==> config.mk <==
export PLATFORM = sky130hd
export DESIGN_NAME = section_rva_to_file_offset_core_flat
export DESIGN_NICKNAME = d
export VERILOG_FILES = /design/src/design/srfo_pkg.sv /design/src/design/srfo_if.sv /design/src/design/srfo_cfg_regs.sv /design/src/design/srfo_table_ram.sv /design/src/design/srfo_scan.sv /design/src/design/section_rva_to_file_offset_core.sv /design/src/flat_wrapper.sv
export SDC_FILE = /design/constraint.sdc
export NUM_CORES = 2
export LEC_CHECK = 0
export ABC_AREA = 1
export CAP_MARGIN = 10
export CORE_MARGIN = 10
export CORE_UTILIZATION = 25
export DETAILED_ROUTE_END_ITERATION = 8
export DONT_BUFFER_PORTS = 1
export GPL_TIMING_DRIVEN = 0
export MAX_ROUTING_LAYER = met4
export PLACE_DENSITY = 0.37
export SLEW_MARGIN = 10
export SYNTH_ARGS = -nofsm -noshare
export SYNTH_HDL_FRONTEND = slang
export SYNTH_SLANG_ARGS = --single-unit
export TNS_END_PERCENT = 30
==> constraint.sdc <==
create_clock -name clk_i -period 17.3 [get_ports clk_i]
set_input_delay 3.46 -clock clk_i [delete_from_list [all_inputs] [get_ports clk_i]]
set_output_delay 3.46 -clock clk_i [all_outputs]
set_load 0.005 [all_outputs]
==> src/design/srfo_pkg.sv <==
// Package: shared types and constants of the section RVA to file offset translator.
package srfo_pkg;

  localparam int unsigned MAX_SECTIONS = 16;
  localparam int unsigned MEM_AW       = (MAX_SECTIONS > 1) ? $clog2(MAX_SECTIONS) : 1;
  localparam int unsigned IDX_W        = 4;
  localparam int unsigned CNT_W        = 5;
  localparam int unsigned CFG_IDX_W    = 2;
  localparam int unsigned DATA_W       = 32;

  typedef enum logic {
    OP_WRITE = 1'b0,
    OP_XLATE = 1'b1
  } op_e;

  typedef enum logic [2:0] {
    STAT_HEADER   = 3'd0,
    STAT_SECTION  = 3'd1,
    STAT_BEYOND   = 3'd2,
    STAT_MEMONLY  = 3'd3,
    STAT_UNMAPPED = 3'd4
  } status_e;

  typedef enum logic [CFG_IDX_W-1:0] {
    CFG_HEADER_SIZE   = 2'd0,
    CFG_FILE_SIZE     = 2'd1,
    CFG_SECTION_COUNT = 2'd2
  } cfg_idx_e;

  // One section table entry.
  typedef struct packed {
    logic [DATA_W-1:0] virt_addr;
    logic [DATA_W-1:0] virt_size;
    logic [DATA_W-1:0] raw_offset;
    logic [DATA_W-1:0] raw_size;
  } entry_t;

  typedef struct packed {
    op_e               operation;
    logic [IDX_W-1:0]  section_index;
    entry_t            sect;
    logic [DATA_W-1:0] rel_addr;
  } item_t;

  typedef struct packed {
    logic [DATA_W-1:0] header_size;
    logic [DATA_W-1:0] file_size;
    logic [CNT_W-1:0]  section_count;
  } cfg_t;

  typedef struct packed {
    logic              we;
    logic [MEM_AW-1:0] waddr;
    entry_t            wdata;
    logic              re;
    logic [MEM_AW-1:0] raddr;
  } ram_req_t;

  typedef struct packed {
    logic              valid;
    status_e           status;
    logic [DATA_W-1:0] file_offset;
  } res_t;

endpackage

==> src/design/srfo_if.sv <==
// Interfaces: input, result and configuration channels.
interface srfo_in_if;
  import srfo_pkg::*;
  logic              valid;
  logic              ready;
  op_e               operation;
  logic [IDX_W-1:0]  section_index;
  logic [DATA_W-1:0] sect_virt_addr;
  logic [DATA_W-1:0] sect_virt_size;
  logic [DATA_W-1:0] sect_raw_offset;
  logic [DATA_W-1:0] sect_raw_size;
  logic [DATA_W-1:0] rel_addr;

  modport source (output valid, operation, section_index, sect_virt_addr, sect_virt_size,
                  sect_raw_offset, sect_raw_size, rel_addr, input ready);
  modport sink   (input valid, operation, section_index, sect_virt_addr, sect_virt_size,
                  sect_raw_offset, sect_raw_size, rel_addr, output ready);
endinterface

interface srfo_out_if;
  import srfo_pkg::*;
  logic              valid;
  logic              ready;
  status_e           status;
  logic [DATA_W-1:0] file_offset;

  modport source (output valid, status, file_offset, input ready);
  modport sink   (input valid, status, file_offset, output ready);
endinterface

interface srfo_cfg_if;
  import srfo_pkg::*;
  logic                 valid;
  logic                 ready;
  logic [CFG_IDX_W-1:0] reg_idx;
  logic [DATA_W-1:0]    wdata;

  modport source (output valid, reg_idx, wdata, input ready);
  modport sink   (input valid, reg_idx, wdata, output ready);
endinterface

==> src/design/srfo_cfg_regs.sv <==
// Configuration registers: header size, file size, section count.
module srfo_cfg_regs (
  input  logic              clk_i,
  input  logic              rst_ni,
  srfo_cfg_if.sink          cfg_i,
  output srfo_pkg::cfg_t    cfg_o
);
  import srfo_pkg::*;

  cfg_t cfg_q, cfg_d;

  assign cfg_i.ready = 1'b1;

  always_comb begin
    cfg_d = cfg_q;
    if (cfg_i.valid) begin
      unique case (cfg_idx_e'(cfg_i.reg_idx))
        CFG_HEADER_SIZE:   cfg_d.header_size   = cfg_i.wdata;
        CFG_FILE_SIZE:     cfg_d.file_size     = cfg_i.wdata;
        CFG_SECTION_COUNT: cfg_d.section_count = cfg_i.wdata[CNT_W-1:0];
        default: ;  // unused index, write dropped
      endcase
    end
  end

  always_ff @(posedge clk_i or negedge rst_ni) begin
    if (!rst_ni) begin
      cfg_q <= '0;
    end else begin
      cfg_q <= cfg_d;
    end
  end

  assign cfg_o = cfg_q;

endmodule

==> src/design/srfo_table_ram.sv <==
// Section table memory: one write port, one read port, registered read data.
module srfo_table_ram (
  input  logic                clk_i,
  input  srfo_pkg::ram_req_t  req_i,
  output srfo_pkg::entry_t    rdata_o
);
  import srfo_pkg::*;

  entry_t mem_q [MAX_SECTIONS];
  entry_t rdata_q;

  always_ff @(posedge clk_i) begin
    if (req_i.we) begin
      mem_q[req_i.waddr] <= req_i.wdata;
    end
  end

  always_ff @(posedge clk_i) begin
    if (req_i.re) begin
      rdata_q <= mem_q[req_i.raddr];
    end
  end

  assign rdata_o = rdata_q;

endmodule

==> src/design/srfo_scan.sv <==
// Scan sequencer: stores write beats, walks the table for translate beats.
module srfo_scan (
  input  logic                clk_i,
  input  logic                rst_ni,
  input  srfo_pkg::cfg_t      cfg_i,
  input  logic                in_valid_i,
  output logic                in_ready_o,
  input  srfo_pkg::item_t     item_i,
  output srfo_pkg::ram_req_t  ram_req_o,
  input  srfo_pkg::entry_t    ram_rdata_i,
  output srfo_pkg::res_t      res_o,
  input  logic                res_take_i
);
  import srfo_pkg::*;

  typedef enum logic [3:0] {
    S_IDLE = 4'b0001,
    S_SCAN = 4'b0010,
    S_SUM  = 4'b0100,
    S_DONE = 4'b1000
  } state_e;

  state_e            state_q, state_d;
  logic [DATA_W-1:0] rva_q, rva_d;
  logic [CNT_W-1:0]  n_q, n_d;
  logic [MEM_AW-1:0] ptr_q, ptr_d;
  logic [DATA_W-1:0] delta_q, delta_d;
  logic [DATA_W-1:0] roff_q, roff_d;
  status_e           stat_q, stat_d;
  logic [DATA_W-1:0] offs_q, offs_d;

  logic              accept;
  logic [CNT_W-1:0]  n_sat;
  logic [DATA_W:0]   diff;
  logic [DATA_W-1:0] delta;
  logic              covers;
  logic              last;
  logic [DATA_W:0]   sum;

  assign in_ready_o = (state_q == S_IDLE);
  assign accept     = in_valid_i && in_ready_o;

  assign n_sat = (32'(cfg_i.section_count) > 32'(MAX_SECTIONS)) ?
                 CNT_W'(MAX_SECTIONS) : cfg_i.section_count;

  // Entry compare: borrow means rva below the section start.
  assign diff   = {1'b0, rva_q} - {1'b0, ram_rdata_i.virt_addr};
  assign delta  = diff[DATA_W-1:0];
  assign covers = !diff[DATA_W] &&
                  ((delta < ram_rdata_i.virt_size) || (delta < ram_rdata_i.raw_size));
  assign last   = (32'(ptr_q) + 32'd1) == 32'(n_q);
  assign sum    = {1'b0, roff_q} + {1'b0, delta_q};

  always_comb begin
    state_d = state_q;
    rva_d   = rva_q;
    n_d     = n_q;
    ptr_d   = ptr_q;
    delta_d = delta_q;
    roff_d  = roff_q;
    stat_d  = stat_q;
    offs_d  = offs_q;

    ram_req_o.we    = 1'b0;
    ram_req_o.waddr = MEM_AW'(item_i.section_index);
    ram_req_o.wdata = item_i.sect;
    ram_req_o.re    = 1'b0;
    ram_req_o.raddr = '0;

    unique case (state_q)
      S_IDLE: begin
        if (accept) begin
          if (item_i.operation == OP_WRITE) begin
            ram_req_o.we = 32'(item_i.section_index) < 32'(MAX_SECTIONS);
          end else begin
            rva_d = item_i.rel_addr;
            n_d   = n_sat;
            ptr_d = '0;
            if (item_i.rel_addr < cfg_i.header_size) begin
              state_d = S_DONE;
              if (item_i.rel_addr < cfg_i.file_size) begin
                stat_d = STAT_HEADER;
                offs_d = item_i.rel_addr;
              end else begin
                stat_d = STAT_BEYOND;
                offs_d = '0;
              end
            end else if (n_sat == '0) begin
              state_d = S_DONE;
              stat_d  = STAT_UNMAPPED;
              offs_d  = '0;
            end else begin
              ram_req_o.re = 1'b1;
              state_d      = S_SCAN;
            end
          end
        end
      end
      S_SCAN: begin
        if (covers) begin
          if (delta >= ram_rdata_i.raw_size) begin
            state_d = S_DONE;
            stat_d  = STAT_MEMONLY;
            offs_d  = '0;
          end else begin
            delta_d = delta;
            roff_d  = ram_rdata_i.raw_offset;
            state_d = S_SUM;
          end
        end else if (last) begin
          state_d = S_DONE;
          stat_d  = STAT_UNMAPPED;
          offs_d  = '0;
        end else begin
          ram_req_o.re    = 1'b1;
          ram_req_o.raddr = ptr_q + MEM_AW'(1);
          ptr_d           = ptr_q + MEM_AW'(1);
        end
      end
      S_SUM: begin
        state_d = S_DONE;
        if (sum < {1'b0, cfg_i.file_size}) begin
          stat_d = STAT_SECTION;
          offs_d = sum[DATA_W-1:0];
        end else begin
          stat_d = STAT_BEYOND;
          offs_d = '0;
        end
      end
      S_DONE: begin
        if (res_take_i) begin
          state_d = S_IDLE;
        end
      end
      default: state_d = S_IDLE;
    endcase
  end

  always_ff @(posedge clk_i or negedge rst_ni) begin
    if (!rst_ni) begin
      state_q <= S_IDLE;
    end else begin
      state_q <= state_d;
    end
  end

  always_ff @(posedge clk_i) begin
    rva_q   <= rva_d;
    n_q     <= n_d;
    ptr_q   <= ptr_d;
    delta_q <= delta_d;
    roff_q  <= roff_d;
    stat_q  <= stat_d;
    offs_q  <= offs_d;
  end

  assign res_o.valid       = (state_q == S_DONE);
  assign res_o.status      = stat_q;
  assign res_o.file_offset = offs_q;

endmodule

==> src/design/section_rva_to_file_offset_core.sv <==
// Top level: section RVA to file offset translator core.
//
//   channel  dir  role                       beat carries
//   -------  ---  -------------------------  -------------------------------------
//   in_i     in   write / translate request  operation, section entry, rel_addr
//   out_o    out  translate result           status, file_offset
//   cfg_i    in   register write             reg_idx, wdata
//
// A write beat is stored in the section table in the cycle it is accepted;
// the next beat can follow in the very next cycle.
// A translate beat goes straight to the result on a header hit or empty table;
// else the table memory is walked one entry per cycle until an entry covers
// the address (a section hit then adds a sum step) or no entry matches.
// Reset clears control and config registers; table contents stay undefined.
// The result sits in an output register, so a stalled sink does not block
// the next write beat or the start of the next translate.
module section_rva_to_file_offset_core (
  input  logic       clk_i,
  input  logic       rst_ni,
  srfo_in_if.sink    in_i,
  srfo_out_if.source out_o,
  srfo_cfg_if.sink   cfg_i
);
  import srfo_pkg::*;

  cfg_t     cfg;
  item_t    item;
  ram_req_t ram_req;
  entry_t   ram_rdata;
  res_t     res;
  logic     res_take;

  logic              out_valid_q, out_valid_d;
  status_e           out_status_q;
  logic [DATA_W-1:0] out_offset_q;

  // Pack the input beat for the sequencer.
  assign item.operation       = in_i.operation;
  assign item.section_index   = in_i.section_index;
  assign item.sect.virt_addr  = in_i.sect_virt_addr;
  assign item.sect.virt_size  = in_i.sect_virt_size;
  assign item.sect.raw_offset = in_i.sect_raw_offset;
  assign item.sect.raw_size   = in_i.sect_raw_size;
  assign item.rel_addr        = in_i.rel_addr;

  srfo_cfg_regs u_cfg_regs (
    .clk_i  (clk_i),
    .rst_ni (rst_ni),
    .cfg_i  (cfg_i),
    .cfg_o  (cfg)
  );

  srfo_table_ram u_table_ram (
    .clk_i   (clk_i),
    .req_i   (ram_req),
    .rdata_o (ram_rdata)
  );

  srfo_scan u_scan (
    .clk_i       (clk_i),
    .rst_ni      (rst_ni),
    .cfg_i       (cfg),
    .in_valid_i  (in_i.valid),
    .in_ready_o  (in_i.ready),
    .item_i      (item),
    .ram_req_o   (ram_req),
    .ram_rdata_i (ram_rdata),
    .res_o       (res),
    .res_take_i  (res_take)
  );

  // Output register: loads when empty or being drained this cycle.
  assign res_take = res.valid && (!out_valid_q || out_o.ready);

  always_comb begin
    out_valid_d = out_valid_q;
    if (out_o.ready) begin
      out_valid_d = 1'b0;
    end
    if (res_take) begin
      out_valid_d = 1'b1;
    end
  end

  always_ff @(posedge clk_i or negedge rst_ni) begin
    if (!rst_ni) begin
      out_valid_q <= 1'b0;
    end else begin
      out_valid_q <= out_valid_d;
    end
  end

  always_ff @(posedge clk_i) begin
    if (res_take) begin
      out_status_q <= res.status;
      out_offset_q <= res.file_offset;
    end
  end

  assign out_o.valid       = out_valid_q;
  assign out_o.status      = out_status_q;
  assign out_o.file_offset = out_offset_q;

`ifndef SYNTHESIS
  // A translate beat holds off input in the cycle after it is accepted.
  a_xlate_blocks: assert property (@(posedge clk_i) disable iff (!rst_ni)
    (in_i.valid && in_i.ready && in_i.operation == OP_XLATE) |=> !in_i.ready)
    else $error("input taken right after a translate beat");

  // Only hits carry an offset.
  a_miss_zero: assert property (@(posedge clk_i) disable iff (!rst_ni)
    (out_o.valid && out_o.status != STAT_HEADER && out_o.status != STAT_SECTION)
      |-> (out_o.file_offset == '0))
    else $error("non-hit result with nonzero offset");

  // A hit offset always lies inside the file.
  a_hit_in_file: assert property (@(posedge clk_i) disable iff (!rst_ni)
    (out_o.valid && (out_o.status == STAT_HEADER || out_o.status == STAT_SECTION))
      |-> (out_o.file_offset < cfg.file_size))
    else $error("hit offset at or past file size");
`endif

endmodule
==> src/flat_wrapper.sv <==
// flat-port wrapper written by rule: the top's interface ports become plain ports
module section_rva_to_file_offset_core_flat import srfo_pkg::*;
  (clk_i, rst_ni, in_i_valid, in_i_operation, in_i_section_index, in_i_sect_virt_addr, in_i_sect_virt_size, in_i_sect_raw_offset, in_i_sect_raw_size, in_i_rel_addr, in_i_ready, out_o_valid, out_o_status, out_o_file_offset, out_o_ready, cfg_i_valid, cfg_i_reg_idx, cfg_i_wdata, cfg_i_ready);
  srfo_in_if in_i_i ();
  srfo_out_if out_o_i ();
  srfo_cfg_if cfg_i_i ();
  input  logic clk_i;
  input  logic rst_ni;
  input wire logic [$bits(in_i_i.valid)-1:0] in_i_valid;
  input wire logic [$bits(in_i_i.operation)-1:0] in_i_operation;
  input wire logic [$bits(in_i_i.section_index)-1:0] in_i_section_index;
  input wire logic [$bits(in_i_i.sect_virt_addr)-1:0] in_i_sect_virt_addr;
  input wire logic [$bits(in_i_i.sect_virt_size)-1:0] in_i_sect_virt_size;
  input wire logic [$bits(in_i_i.sect_raw_offset)-1:0] in_i_sect_raw_offset;
  input wire logic [$bits(in_i_i.sect_raw_size)-1:0] in_i_sect_raw_size;
  input wire logic [$bits(in_i_i.rel_addr)-1:0] in_i_rel_addr;
  output wire logic [$bits(in_i_i.ready)-1:0] in_i_ready;
  output wire logic [$bits(out_o_i.valid)-1:0] out_o_valid;
  output wire logic [$bits(out_o_i.status)-1:0] out_o_status;
  output wire logic [$bits(out_o_i.file_offset)-1:0] out_o_file_offset;
  input wire logic [$bits(out_o_i.ready)-1:0] out_o_ready;
  input wire logic [$bits(cfg_i_i.valid)-1:0] cfg_i_valid;
  input wire logic [$bits(cfg_i_i.reg_idx)-1:0] cfg_i_reg_idx;
  input wire logic [$bits(cfg_i_i.wdata)-1:0] cfg_i_wdata;
  output wire logic [$bits(cfg_i_i.ready)-1:0] cfg_i_ready;
  assign in_i_i.valid = in_i_valid;
  assign in_i_i.operation = in_i_operation;
  assign in_i_i.section_index = in_i_section_index;
  assign in_i_i.sect_virt_addr = in_i_sect_virt_addr;
  assign in_i_i.sect_virt_size = in_i_sect_virt_size;
  assign in_i_i.sect_raw_offset = in_i_sect_raw_offset;
  assign in_i_i.sect_raw_size = in_i_sect_raw_size;
  assign in_i_i.rel_addr = in_i_rel_addr;
  assign in_i_ready = in_i_i.ready;
  assign out_o_valid = out_o_i.valid;
  assign out_o_status = out_o_i.status;
  assign out_o_file_offset = out_o_i.file_offset;
  assign out_o_i.ready = out_o_ready;
  assign cfg_i_i.valid = cfg_i_valid;
  assign cfg_i_i.reg_idx = cfg_i_reg_idx;
  assign cfg_i_i.wdata = cfg_i_wdata;
  assign cfg_i_ready = cfg_i_i.ready;
  section_rva_to_file_offset_core u_core (.clk_i(clk_i), .rst_ni(rst_ni), .in_i(in_i_i), .out_o(out_o_i), .cfg_i(cfg_i_i));
endmodule
# --- After elaboration in Yosys (flattened, before gate mapping) ---
# Memory sizes are Yosys's and may differ from the RTL's. A register that Yosys moved wholly into a read port is not among the register bits.
# Cells that the tools add are included.
op_classes:
  n_addsub: 4
  magnitude_cmp: 7
  eq_ne: 15
  muxes: 50
  bitwise: 1
  n_reduce_logical: 20
ops:
  columns: ["cell", "n"]
  rows:
  - ["32-bit two-way mux", 9]
  - ["32-bit < comparator", 4]
  - ["32-bit case mux with 3 select lines", 1]
  - ["4-bit two-way mux", 13]
  - ["32-bit by 32-bit adder with 33-bit output", 1]
  - ["33-bit by 32-bit < comparator with 1-bit output", 1]
  - ["32-bit by 32-bit subtractor with 33-bit output", 1]
  - ["32-bit >= comparator", 1]
  - ["3-bit two-way mux", 7]
  - ["4-bit case mux with 4 select lines", 1]
  - ["5-bit two-way mux", 3]
  - ["1-bit two-way mux", 11]
  - ["3-bit case mux with 3 select lines", 1]
  - ["2-bit != test, second input constant", 4]
  - ["4-bit case mux with 2 select lines", 1]
  - ["3-bit != test, second input constant", 2]
  - ["2-bit AND reduction", 3]
  - ["3-bit AND reduction", 2]
  - ["6-bit AND reduction", 1]
  - ["4-bit by 1-bit adder with 5-bit output, second input constant", 1]
  - ["5-bit equality test", 1]
  - ["5-bit greater-than comparator, second input constant", 1]
  - ["5-bit zero test", 1]
  - ["5-bit AND reduction", 1]
  - ["other kinds (19)", 25]
word_totals:
  reg_bits: 249
  ram_bits: 2048
  input_bits: 204
  output_inout_bits: 38
  elab_cells: 112
  memories: 1
memory_table:
  columns: ["name", "words", "word_bits", "rd", "rd_ports_with_merged_regs", "wr", "line_no", "rtl"]
  rows:
  - ["u_core.u_table_ram.mem_q", 16, 128, 1, 1, 1, "srfo_table_ram.sv:9", "entry_t mem_q [MAX_SECTIONS];"]

# --- Longest topological paths before layout ---
logic_depth:
  word_depth: 8
  depth_mapped: 35
  ltp_nobuf: 32

# --- By module ---
# From an unflattened synthesis, not the netlist that was laid out.
unflattened:
  cells_unflattened: 9936
  hier_area_um2: 107013.9
modules_own_cells:
  columns: ["module", "n_inst", "cells_per_inst", "area_each_um2", "seq_area_each_um2"]
  rows:
  - ["srfo_table_ram", 1, 7786, 88899.0, 65342.7]
  - ["srfo_scan", 1, 1800, 14152.3, 4305.4]
  - ["srfo_cfg_regs", 1, 309, 2862.7, 1726.7]
  - ["section_rva_to_file_offset_core", 1, 41, 1099.8, 1076.0]

# --- Least setup slack after synthesis ---
# OpenSTA, ideal clock, no wires.
synth_path:
  path_kind: "input -> register"
  startpoint: "input in_i_rel_addr[1]"
  endpoint: "register, netlist name u_core.u_table_ram.rdata_o[0]"
  t_arrival_ns: 13.369
  path_slack_ns: 3.138
  path_stages: 11
  cell_sequence: "ha_1 o21ai_0 nand2_1 nand3_1 a21oi_1 o211ai_1 nand2_1 nand3_1 nand2_1 nand3_1 o21ai_0"
synth_rtl:
  columns: ["element", "line_no", "rtl"]
  rows:
  - ["start: declaration", "flat_wrapper.sv:16", "input wire logic [$bits(in_i_i.rel_addr)-1:0] in_i_rel_addr;"]

# --- Final worst setup path ---
layout_path:
  startpoint: "register, netlist name u_core.u_table_ram.rdata_o[98]"
  endpoint: "register, netlist name u_core.u_table_ram.rdata_o[7]"
layout_between:
  elab_chain_cells: 6
  elab_cells_between_ends: 9
  classes_between: "add/sub (1); order compare (2); mux (3); reduce/logical (3)"
layout_rtl:
  columns: ["element", "line_no", "rtl"]
  rows:
  - ["32-bit by 32-bit subtractor with 33-bit output *", "srfo_scan.sv:47", "assign diff = {1'b0, rva_q} - {1'b0, ram_rdata_i.virt_addr};"]
  - ["via u_core.u_scan.diff[15]", "srfo_scan.sv:34", "logic [DATA_W:0] diff;"]
  - ["32-bit < comparator", "srfo_scan.sv:50", "((delta < ram_rdata_i.virt_size) || (delta < ram_rdata_i.raw_size));"]
  - ["1-bit logical OR *", "srfo_scan.sv:50", null]
  - ["1-bit logical AND *", "srfo_scan.sv:49", "assign covers = !diff[DATA_W] &&"]
  - ["5-bit two-way mux *", "srfo_scan.sv:100", "if (covers) begin"]
  - ["1-bit case mux with 2 select lines or 4-bit two-way mux (tied branches)", "srfo_scan.sv:70", "unique case (state_q)"]
# Mark *: on every way through the listed nets, which the timed path passes. The rest lies on a longest branch.
# A chain may end at the register's enable or synchronous reset.

==> summary.log <==
qor: status.run_status finished clean
qor: logic_synthesis.synth_top_cells_by_area edfxtp_1 62%, inv_1 7.7%, nand3_1 5.9%
qor: final_layout.stdcell_count 17941
qor: logic_synthesis.synth-main-ff-cell edfxtp_1
qor: floorplanning.placeableCoreArea 456000 µm²
qor: routing.met2_wire_length 221 mm
qor: cts.root_buffer clkbuf_16
qor: power.share_of_total_power_in_sequential_cells 38.9%
qor: floorplanning.placementRows 248
qor: power.vdd_drop_max 189 µV
qor: worst_setup_path.endpoint_kind register
qor: power.power.share.combinational 26.1%
qor: floorplanning.floorplan.die_area 484000 µm²
qor: sta.fmaxAchievable 108 MHz
qor: worst_setup_path.critical_path_arrival 9.89 ns
qor: routing.detail_route.wirelength 474 mm
qor: logic_synthesis.syn-num-nets 11606
qor: floorplanning.dieHeight 696 µm
qor: power.cellInternalPower 11.5 mW
qor: cts.cts_setup_buffers 0
qor: routing.drt-wirelength-per-cell 26.4 µm
qor: global_routing.grt_util_all_layers 19.5%
qor: global_routing.grt_pass1_vias 80200
qor: hold_path.hold_path.startpoint u_core.u_table_ram.rdata_o[53]
qor: sta.setup_viol 0
qor: run.max_cap_violation_count 0
qor: sta.final-hold-violation-count 0
qor: hold_path.hold_class register to register
qor: cts.cts_resized 0
qor: logic_synthesis.synth_top_cells_by_count 2351 x edfxtp_1, 2347 x inv_1, 1665 x nand2_1
qor: routing.wirelength_met1 208 mm
qor: global_routing.grt_first_pass_wirelength 650 mm
qor: logic_synthesis.share_of_the_yosys_chip_area_belonging_to_registers 63.5%
qor: cts.clkTransAtPathRegs 0.06 ns
qor: routing.final_antenna_net_count 0
qor: final_layout.num-nets-final 12062
qor: logic_synthesis.synth_async_sr_flop_share 3.05%
qor: floorplanning.effective_utilization_at_floorplan 25.1%
qor: cts.clock-sinks 2425
qor: routing.post-route-drc-count 0
qor: power.leakage 55.3 nW
qor: final_layout.fillCellCount 47262
qor: cts.cts_hold_buffers 0
qor: placed_design.placed_cells_incl_taps 17327
qor: sta.drv_slew 0
qor: floorplanning.io_pins 242
qor: cts.clock_path_buffers 4
qor: worst_setup_path.criticalPathCategory register to register
qor: global_routing.grt_antenna_before_repair 81
qor: sta.timing.final.crit_share 53.3%
qor: logic_synthesis.synth.largest_area_cell edfxtp_1
qor: power.switching_power 6.47 mW
qor: worst_setup_path.timing.critical_path.fanout_max 12
qor: sta.final_critical_path_required_period 9.22 ns
qor: sta.timing.slew.headroom 5.53%
qor: logic_synthesis.average_cell_area_after_synthesis 10.2 µm²
qor: placed_design.routabilityCongestion 0.835
qor: worst_setup_path.critPathRequiredTime 17.97 ns
qor: worst_setup_path.r2r-start u_core.u_table_ram.rdata_o[98]
qor: final_layout.drive_above_1_share 12.4%
qor: sta.fin_worst_skew 0.0493 ns
qor: cts.cts-buffers-inserted 306
qor: sta.worst_pin_slew 1.41 ns
qor: final_layout.syn2layout_area_growth 18.0%
qor: worst_setup_path.cp-start-kind register
qor: worst_setup_path.critical_path.startpoint u_core.u_table_ram.rdata_o[98]
qor: routing.detail_route.first_pass.iterations 6
qor: logic_synthesis.post_synthesis_cell_area 114000 µm²
qor: sta.fin_worst_hold_slack 0.418 ns
qor: power.clk_network_pwr_share 35.0%
qor: cts.worst_skew_pair_later_pin_latency 0.94 ns
qor: routing.route.vias.total 83342
qor: global_routing.globalRoute.totalOverflow 0
qor: power.power-per-cell-area 133 nW/µm²
qor: logic_synthesis.yosys_register_bits 2425
qor: logic_synthesis.yosys.area.top_type_share 61.9%
qor: logic_synthesis.postSynthCellCount 11179
qor: routing.avgViaCountPerCell 4.65
qor: logic_synthesis.synth_cell_type_count 47
qor: sta.grt_setup_unrepaired false
qor: routing.routed_length_on_met3 31.8 mm
qor: logic_synthesis.ys.warnings.count 0
qor: routing.routed.top_layer met4
qor: routing.drtIter0Drc 8110
qor: cts.cts_htree_levels 5
qor: placed_design.placement.io_buffers 0
qor: power.switching_share 36.0%
qor: floorplanning.floorplan.die.width 696 µm
qor: logic_synthesis.yosysMostFrequentCell edfxtp_1
qor: logic_synthesis.synth_edf_count 2351
qor: placed_design.hpwlAfterDp 345 mm
qor: global_routing.grt_start_max_net_pins 75
qor: cts.cts_tree yes
qor: power.design_power_total 18.0 mW
-- stage by stage --
| step | setup TNS [ns] | utilization (%) | cell area (µm²) | worst slack [ns] |
|---|---|---|---|---|
| 2_1_floorplan | 0 | - | 114000 | 3.14 |
| 3_3_place_gp | -2696.45 | 26.7 | 122000 | -6.72 |
| 3_5_place_dp | 0 | 27.4 | 125000 | 7.92 |
| 4_1_cts | 0 | 29.5 | 134000 | 7.87 |
| 5_1_grt | 0 | 29.5 | 135000 | 7.86 |
| 6_report | 0 | 29.6 | 135000 | 8.08 |
-- state kept, by name (all words and copies together), names as in the netlist --
register / count
u_core.u_table_ram.mem_q: 2048
u_core.u_table_ram.rdata_o: 128
u_core.u_cfg_regs.cfg_o: 69
u_core.out_o.file_offset: 32
u_core.u_scan.delta_q: 32
u_core.u_scan.offs_q: 32
u_core.u_scan.roff_q: 32
u_core.u_scan.rva_q: 32
u_core.u_scan.n_q: 5
u_core.u_scan.ptr_q: 4
u_core.u_scan.state_q: 4
u_core.out_o.status: 3
u_core.u_scan.stat_q: 3
u_core.out_o.valid: 1
-- cells by family (layout without fill, tap and decap cells) --
kind of cell	count (synthesis)	count (layout)	synth area share (%)
flops	2425	2425	63.5
simple gates	5143	5143	21.7
compound gates	325	325	1.54
fa+ha+maj	223	223	2.46
buf+inv	3002	3691	10.4
xor+xnor	60	60	0.467
other cells	1	74	0.00329
-- power by group through the flow --
stage               Clock (mW)  Combinational, mW  Sequential [mW]
finish                    6.28               4.69             6.99
global route              6.66               4.97             7.01
CTS                       6.44               4.67             7.00
detailed placement           0               4.65             7.12
global placement             0               4.44             7.25
floorplan                    0               2.22             7.07
-- metal layers --
metal,up-vias,global-route usage (%)
met5,-,-
met4,0,5.65
met3,556,3.27
met2,2847,31.0
met1,41653,25.6
li1,38286,-
-- area by class of cell --
class                   instances  area, µm²  share of cell area [%]
diodes                         73        183                   0.136
plain buffers                 649       3010                    2.23
clock buffers                 385       8110                    6.02
clock inverters               156       1490                    1.11
inverters                    2353       8830                    6.56
multi-input cells            5752      30200                    22.4
flip-flops and latches       2425      72500                    53.8
well taps                    6000       7510                    5.57
repair buffers                148       2930                    2.17
-- path summary, 6_finish.rpt --
| kind | to | slack, ns | depth (start not counted) |
|---|---|---|---|
| setup / recovery | u_core.u_table_ram.rdata_o[7] | 8.08 | 27 |
| hold / removal | u_core.u_scan.roff_q[21] | 0.42 | 0 |
| setup reg to reg | u_core.u_table_ram.rdata_o[7] | 8.08 | 27 |
| hold reg to reg | u_core.u_scan.roff_q[21] | 0.42 | 0 |
| max in group asynchronous | u_core.u_scan.state_q[0] | 14.88 | 0 |
| min in group asynchronous | u_core.u_cfg_regs.cfg_o[44] | 2.22 | 0 |
-- worst max-delay path: stages, from the launching register on --
cell	delay, ns
edfxtp_1	0.50
inv_1	0.08
ha_1	0.34
a21oi_1	0.16
nand2_1	0.09
a21oi_1	0.34
o21ai_0	0.26
nand2_1	0.11
nand2_1	0.10
xor2_1	1.06
ha_1	0.26
nand2_1	0.10
nor3_1	0.77
nand2_1	0.30
nand2_1	0.14
nand2_1	0.06
nand2_1	0.34
nand2_1	0.38
nand2_1	0.32
buf_6	0.20
buf_4	0.36
buf_4	0.57
buf_2	0.50
nand4_1	0.58
nand3_1	0.27
nand3_1	0.24
nand3_1	0.31
nand2_1	0.09
-- layout by cell type, fill, tap and decap left out, types with 5 or more instances in the layout --
master      netlist  routed
a211oi_1          9       9
a21o_1            9       9
a21oi_1         139     139
a31oi_1          14      14
buf_1            44      41
buf_12            0     112
buf_16            0      18
buf_2           309     313
buf_4            35      44
buf_8             0       8
bufinv_16         0      21
clkbuf_1        257     320
clkbuf_16         0     312
clkinv_1          0      75
clkinv_2          0      30
clkinv_8          0       6
clkinvlp_4        0       6
dfrtp_1          73      73
diode_2           0      73
edfxtp_1       2351    2351
ha_1            221     221
inv_1          2347    2347
inv_2             6       6
inv_6             0       7
nand2_1        1665    1665
nand3_1        1334    1334
nand4_1         946     946
nor2_1          642     623
nor2_4            1      20
nor3_1           23      23
nor4_1            9       8
o21a_1            5       5
o21ai_0         127     126
o21bai_1          5       5
or2_2           513     513
xnor2_1          17       8
xnor2_2           1      10
xor2_1           42      31
xor2_2            0      11
Power figures use the tool's default switching activity.
